**config.mk**
```make
export PLATFORM = sky130hd
export DESIGN_NAME = prdg_mul
export DESIGN_NICKNAME = d
export VERILOG_FILES = /design/src/rtl/core/prdg_pkg.sv /design/src/rtl/core/prdg_mul.sv
export SDC_FILE = /design/constraint.sdc
export NUM_CORES = 2
export LEC_CHECK = 0
export ABC_CLOCK_PERIOD_IN_PS = 17450
export BUFFER_PORTS_ARGS = -buffer_cell sky130_fd_sc_hd__buf_2
export CORE_MARGIN = 4
export CORE_UTILIZATION = 48
export DETAILED_ROUTE_END_ITERATION = 10
export PLACE_DENSITY = 0.61
export REMOVE_ABC_BUFFERS = 1
export SLEW_MARGIN = 20
export SYNTH_ARGS = -nofsm -noshare
export SYNTH_HDL_FRONTEND = slang
export SYNTH_SLANG_ARGS = --single-unit
```
**constraint.sdc**
```tcl
create_clock -name aclk -period 17.45 [get_ports aclk]
set_input_delay 0 -clock aclk [delete_from_list [all_inputs] [get_ports aclk]]
set_output_delay 0 -clock aclk [all_outputs]
set_load 0.005 [all_outputs]
```
**src/rtl/core/prdg_pkg.sv**
```systemverilog
// ----------------------------------------------------------------------------
// prdg_pkg
// Shared types, widths and helpers for the pinhole ray direction generator.
// ----------------------------------------------------------------------------
package prdg_pkg;

    localparam int MUL_W = 35;   // shared multiplier operand width, signed
    localparam int ACC_W = 64;
    localparam int MAG_W = 56;   // raw component magnitudes stay below 2^50
    localparam int BX_W  = 21;   // subsample offset in half-subpixel units

    localparam logic [2:0] CFG_PIXEL_SIZE    = 3'd0;
    localparam logic [2:0] CFG_VIEW_DISTANCE = 3'd1;
    localparam logic [2:0] CFG_BASIS_U       = 3'd2;
    localparam logic [2:0] CFG_BASIS_V       = 3'd3;
    localparam logic [2:0] CFG_BASIS_W       = 3'd4;
    localparam logic [2:0] CFG_GRID_N        = 3'd5;
    localparam logic [2:0] CFG_HORIZ_RES     = 3'd6;
    localparam logic [2:0] CFG_VERT_RES      = 3'd7;

    typedef enum logic [4:0] {
        S_IDLE,
        S_WS,
        S_TU,
        S_TV,
        S_SUM,
        S_PS,
        S_W,
        S_D,
        S_MAG,
        S_NORM,
        S_SQ,
        S_SQA,
        S_ROOT,
        S_DIVI,
        S_DIV,
        S_EMIT
    } state_t;

    typedef struct packed {
        logic               ge;
        logic [ACC_W-1:0]   diff;
    } cs_res_t;

    // component 0 is x (top 16 bits), 2 is z (bottom)
    function automatic logic signed [15:0] basis_comp(input logic [47:0] pk,
                                                      input logic [1:0]  idx);
        logic signed [15:0] c;
        case (idx)
            2'd0:    c = pk[47:32];
            2'd1:    c = pk[31:16];
            default: c = pk[15:0];
        endcase
        return c;
    endfunction

endpackage

```
**src/rtl/core/prdg_mul.sv**
```systemverilog
// ----------------------------------------------------------------------------
// prdg_mul
// Shared signed multiplier with a registered product.
// ----------------------------------------------------------------------------
module prdg_mul (
    input  logic                                  aclk,
    input  logic signed [prdg_pkg::MUL_W-1:0]     op_a,
    input  logic signed [prdg_pkg::MUL_W-1:0]     op_b,
    output logic signed [2*prdg_pkg::MUL_W-1:0]   prod
);

    logic signed [2*prdg_pkg::MUL_W-1:0] prod_reg;

    always_ff @(posedge aclk) begin
        prod_reg <= op_a * op_b;
    end

    assign prod = prod_reg;

endmodule

```
==> reports/qor.csv <==
metric,value,unit
status,"complete, no violations",
crit_type,primary input to flop,
netlist_instances,4671,
routed.top_layer,met5,
path_clk_slew,0.08,ns
startpoint,op_a[34],
gp_congestion,0.916,
syn_area_per_cell,9.60,µm²
first_pass_iters,5,
crit_path_end_kind,flop,
rows,111,
cts_resized,0,
dieWidth,314,µm
antenna_found_initial,8,
synthAdderAreaFrac,64.3,%
via_per_inst,5.26,
async_flop_share,0,%
grt_usage,26.9,%
largest_reg_flops,70,
drive_gt1_share,4.87,%
clock_sinks,70,
muxShareOfSynthArea,0,%
hold_viol,0,
cp_slowest_stage_delay,1.15,ns
fin_crit_sh,51.2,%
setup_viol_count_final,0,
dieArea,0.0984,mm²
grt_max_degree,36,
synth_commonest_cells,"fa_1, inv_1, and2_1",
arrival,9.22,ns
htreeDepth,3,
grt_pass1_wl,201,mm
synth_edf_count,0,
final_core_util,50.7,%
cp_common_cell,fa_1,
yosys.area_share.simple,15.6,%
cp_slowest_cell,fa_1,
pin_count,141,
die_y,314,µm
finalMaxSlewViolations,0,
cts-buffers-inserted,9,
synth_top_cell_by_area,fa_1,
tightestPinTransition,1.16,ns
fin_crit,8.93,ns
fill_cells,8749,
synth_top_family_by_area,adder cells,
area_growth,4.23,%
synth_compound_area_share,3.35,%
post_cts.repair.setup_buffers,0,
cts_max_path_buffers,2,
critPathMaxFanout,35,
nets,6205,
ys_seq_area_share,3.13,%
dp_hpwl,93.4,mm
cp-start-kind,primary input,
cp.required,17.74,ns
synth_warnings,0,
core_area,0.0922,mm²
wl_met2,61.1,mm
overflow,0,
rsz0062_at_grt,no,
cap_violations,0,
hold_buffers,0,
drt-initial-drc-count,1936,
detail_route.wl_per_cell,21.2,µm
synth_area_leaders,"fa_1, inv_1, and2_1, ha_1, nand2_1",
hold_start,op_a[0],
max-slew-margin-rel,22.5,%
synthXorXnorAreaFrac,1.54,%
grt_pass1_vias,34327,
wirelength,124,mm
drcViolationCount,0,
hold_class,primary input to flop,
met1Wirelength,51.7,mm
setup_tns,0,ns
ys_ff_latch,70,
start_util,48.6,%
yosysMostFrequentCell,fa_1,
final_antenna_net_count,0,
yosysTopAreaCellShare,58.5,%
port_buffers,140,
synth_ff_type,dfxtp_1,
cts_root_buf,clkbuf_16,
synth.distinct_cells,71,
fmax,112,MHz
syn_area,0.0448,mm²
vias,30922,
cts_tree,yes,
route.met3.wl,7.95,mm
## cells by family after synthesis
kind of cell | Yosys count
AO/OA/AOI/OAI | 229
XOR/XNOR | 79
adder cells (fa/ha/maj) | 1518
buffers and inverters | 1410
flip-flops | 70
AND/OR/NAND/NOR | 1365
## final timing paths
path / slack, ns / endpoint / cells past startpoint
worst min-delay path: 0.28 / prod[0] / 3
worst max-delay path: 8.52 / prod[68] / 26
## cell type report
class / count / area, µm² / area share, %
clock buffers: 10 / 229 / 0.490
well taps: 1243 / 1560 / 3.33
repair buffers: 185 / 1040 / 2.22
multi-input cells: 3191 / 38000 / 81.4
flip-flops and latches: 70 / 1400 / 3.00
diodes: 11 / 27.5 / 0.0589
clock inverters: 6 / 93.8 / 0.201
inverters: 1159 / 4350 / 9.31
## layout by cell type (no fill, tap or decap), types with 45 or more instances in the layout
cell     netlist  routed
a21oi_1       75      75
and2_1       667     667
buf_2          0     140
buf_4          8      45
dfxtp_1       70      70
fa_1        1311    1310
ha_1         207     207
inv_1       1158    1158
nand2_1      569     569
nor2_1        52      52
xnor2_1       54      54
## stage by stage
step,area (µm²),hold WS [ns],setup slack [ns],cells
after floorplan,43800,0.122,9.93,4420
after global placement,46400,0.377,8.12,5848
after detailed placement,46400,0.376,8.11,5848
after CTS,46700,0.265,8.51,5864
after global routing,46700,0.285,8.01,5864
final,46700,0.278,8.52,5875
## layer usage
| layer | vias to the layer above | GRT usage [%] |
|---|---|---|
| met5 | - | 0 |
| met4 | 2 | 6.45 |
| met3 | 182 | 3.73 |
| met1 | 16624 | 37.0 |
| met2 | 981 | 45.4 |
| li1 | 13133 | - |
## critical path: cells and delay by family
kind	cells	cell delay, ns
XOR/XNOR	1	0.14
AO/OA/AOI/OAI	9	1.88
AND/OR/NAND/NOR	1	0.20
adder cells (fa/ha/maj)	9	5.52
buffers and inverters	6	1.46
Power is not shown: default switching activity piles up to over one toggle a cycle in this logic, so the estimate is an artifact.
