## src/rtl/core/prdg_pkg.sv

```systemverilog
// ----------------------------------------------------------------------------
// prdg_pkg
// Shared types, widths and helpers for the pinhole ray direction generator.
// ----------------------------------------------------------------------------
package prdg_pkg;

    localparam int MUL_W = 35;   // shared multiplier operand width, signed
    localparam int ACC_W = 64;
    localparam int MAG_W = 56;   // raw component magnitudes stay below 2^50
    localparam int BX_W  = 21;   // subsample offset in half-subpixel units

    localparam logic [2:0] CFG_PIXEL_SIZE    = 3'd0;
    localparam logic [2:0] CFG_VIEW_DISTANCE = 3'd1;
    localparam logic [2:0] CFG_BASIS_U       = 3'd2;
    localparam logic [2:0] CFG_BASIS_V       = 3'd3;
    localparam logic [2:0] CFG_BASIS_W       = 3'd4;
    localparam logic [2:0] CFG_GRID_N        = 3'd5;
    localparam logic [2:0] CFG_HORIZ_RES     = 3'd6;
    localparam logic [2:0] CFG_VERT_RES      = 3'd7;

    typedef enum logic [4:0] {
        S_IDLE,
        S_WS,
        S_TU,
        S_TV,
        S_SUM,
        S_PS,
        S_W,
        S_D,
        S_MAG,
        S_NORM,
        S_SQ,
        S_SQA,
        S_ROOT,
        S_DIVI,
        S_DIV,
        S_EMIT
    } state_t;

    typedef struct packed {
        logic               ge;
        logic [ACC_W-1:0]   diff;
    } cs_res_t;

    // component 0 is x (top 16 bits), 2 is z (bottom)
    function automatic logic signed [15:0] basis_comp(input logic [47:0] pk,
                                                      input logic [1:0]  idx);
        logic signed [15:0] c;
        case (idx)
            2'd0:    c = pk[47:32];
            2'd1:    c = pk[31:16];
            default: c = pk[15:0];
        endcase
        return c;
    endfunction

endpackage

```

## src/rtl/core/prdg_cmpsub.sv

```systemverilog
// ----------------------------------------------------------------------------
// prdg_cmpsub
// Compare-and-subtract step shared by the square root and the divider.
// ----------------------------------------------------------------------------
module prdg_cmpsub (
    input  logic [prdg_pkg::ACC_W-1:0] op_a,
    input  logic [prdg_pkg::ACC_W-1:0] op_b,
    output prdg_pkg::cs_res_t          res
);

    always_comb begin
        res.ge   = (op_a >= op_b);
        res.diff = op_a - op_b;
    end

endmodule

```

## config.mk

```make
export PLATFORM = sky130hd
export DESIGN_NAME = prdg_cmpsub
export DESIGN_NICKNAME = d
export VERILOG_FILES = /design/src/rtl/core/prdg_pkg.sv /design/src/rtl/core/prdg_cmpsub.sv
export SDC_FILE = /design/constraint.sdc
export NUM_CORES = 1
export LEC_CHECK = 0
export BUFFER_PORTS_ARGS = -buffer_cell sky130_fd_sc_hd__buf_2
export CORE_MARGIN = 2
export CORE_UTILIZATION = 38
export DETAILED_ROUTE_END_ITERATION = 8
export GPL_TIMING_DRIVEN = 0
export PLACE_DENSITY_LB_ADDON = 0.2
export SLEW_MARGIN = 20
export SYNTH_ARGS = -nofsm -noshare
export SYNTH_HDL_FRONTEND = slang
export SYNTH_SLANG_ARGS = --single-unit
```

## constraint.sdc

```tcl
create_clock -name vclk -period 14.77
set_clock_uncertainty 0.1 [all_clocks]
set_input_delay 4.431 -clock vclk [all_inputs]
set_output_delay 4.431 -clock vclk [all_outputs]
set_load 0.01 [all_outputs]
```

==> out/results.txt <==
outcome = completed
Core ar. = 11,000 µm²
Commonest cells post-synth = inv_1, a21oi_1, ha_1, nand2_1, a21o_1
initial antenna violation count = 0
combinational share of power = 100.0%
I/O Pins = 193
number of synthesis warnings = 0
Mapped Area = 4330 µm²
Sw Ratio = 58.1%
DR DRC count = 0
Post-Place Cells = 1,015
Vias/cell = 5.34
DRT Wirelength = 13,700 µm
final-layout clock buffer total = 0
Worst EP required = 10.24 ns
hold crit path type = in -> out
die footprint = 12,300 µm²
CP Buf/Inv Count = 3
GRT Overall Usage = 20.9%
Worst-Margin Slew = 0.631 ns
seq_cells = 0
first-pass GRT wire length = 22,800 µm
hold-fix buffers at CTS = 0
Slew HR = 57.6%
layout filler cell count = 1,194
Clock Power Share = 0%
Yosys top cell by area = ha_1
Final period util = 81.4%
Pint = 114 µW
initial drt markers = 296
net count reported at finish = 1,070
sequential area share after synthesis = 0%
VDD IR-drop max = 0.0000259 V
Resize count post-CTS = 0
fmax = 0.0832 GHz
chip width = 111 µm
Sum Neg Setup Slack = 0 ns
ratio of cells with drive above 1 in the final layout = 24.1%
Worst Path Max Fanout = 5
FP Rows = 38
max_cap viols = 0
DR WL/cell = 13.5 µm
final hold vios = 0
area of placed instances = 5470 µm²
die extent in y = 111 µm
worst-path cell chain = buf_2, inv_1, ha_1, fa_1, nor2b_1, o2111ai_1, a21oi_1, o21bai_1, a2111oi_4, o211ai_1, a21oi_1, mux2i_1, buf_2
Yosys top cell area share = 18.5%
area added between synthesis and finish = 26.4%
count of cell types in the netlist = 57
top-count cell post-synth = inv_1
Initial Util = 39.4%
diodes inserted = 0
pin count of the biggest net entering global routing = 11
crit end category = output port
total gr overflow = 0
Post-Synthesis Cells = 682
Net Sw Power = 158 µW
Layout Cells excl Fill = 1,015
Critical Path Max Stage Delay = 0.56 ns
Post-CTS Setup Bufs = 0
Pwr Density = 49.9 nW/µm²
placed wire-length estimate = 12,000 µm
Setup CP Type = in -> out
Register Area = 0 µm²
syn avg cell area = 6.34 µm²
sequential share of power = 0%
Final Setup Violations = 0
post-route ant nets = 0
Post-Syn Nets = 875
GP Congestion = 0.856
RSZ-0062 raised after global routing = false
top cells by area, synth = ha_1, a21o_1, a21oi_1
Final Cell Area = 5470 µm²
Worst EP arrival = 7.50 ns
vias in the first global route = 4,983
CP startpoint kind = primary input
critical path's slowest cell = a2111oi_4
family with the most delay on the worst path = compound AO/OA/AOI/OAI gates
Pwr Total = 273 µW
DRT Pass-1 Iters = 5
IO Port Bufs = 193
Pleak = 0.00297 µW
Tmin final = 12.03 ns
Final Max Slew Viols = 0
routed vias = 5,424
## final cells by class
cell class | count | area, µm² | share of cell area [%]
Tap cell | 140 | 175 | 3.20
Timing Repair Buffer | 193 | 966 | 17.7
Buffer | 30 | 116 | 2.13
Multi-Input combinational cell | 572 | 3910 | 71.5
Inverter | 80 | 300 | 5.49
## stage by stage
stage / setup slack (ns) / hold WS [ns] / utilization (%)
after floorplan: 3.39 / 8.93 / -
after global placement: 2.77 / 9.13 / 49.8
after detailed placement: 2.78 / 9.15 / 49.8
after CTS: 2.75 / 9.15 / 49.8
after global routing: 2.48 / 9.16 / 49.8
final: 2.74 / 9.15 / 49.8
## metal layers
metal | up-vias | part of all wire (%) | track usage [%]
met1 | 2427 | 49 | 29.7
met3 | 6 | 4.8 | 1.48
li1 | 2846 | - | -
met4 | 0 | 0.50 | 1.08
met2 | 145 | 46 | 36.4
met5 | - | 0 | 0
## worst min-delay path, stage by stage
cell	delay (ns)
buf_2	0.08
ha_1	0.14
inv_1	0.04
buf_2	0.13
## power by group through the flow
stage | logic (µW) | clock network (µW) | registers [µW]
finish | 273 | 0 | 0
global placement | 271 | 0 | 0
detailed placement | 272 | 0 | 0
floorplan | 180 | 0 | 0
global route | 302 | 0 | 0
CTS | 273 | 0 | 0
## final timing paths
path              startpoint  cells past startpoint      end
setup / recovery     op_a[0]                     13  res[62]
hold / removal       op_b[0]                      4   res[0]
## cells by family (layout without fill, tap and decap cells)
| group | Yosys count | in the layout | share of synthesized area [%] |
|---|---|---|---|
| multiplexers | 1 | 1 | 0.231 |
| buffers and inverters | 110 | 303 | 9.63 |
| AO/OA/AOI/OAI | 251 | 251 | 38.1 |
| AND/OR/NAND/NOR | 199 | 199 | 21.8 |
| adder cells (fa/ha/maj) | 65 | 65 | 19.0 |
| XOR/XNOR | 56 | 56 | 11.3 |
## placed cells by master, fill, tap and decap left out, drive strengths merged, types with 10 or more instances in the layout
master    n
a31oi    13
buf     196
o21a     11
xor2     23
a211oi   10
clkbuf   27
nor2     48
xnor2    33
a21oi    72
nor3     18
nand2    63
nand3    17
o21ai    51
inv      80
a21o     51
nand4    19
ha       64
Power figures use the tool's default switching activity.
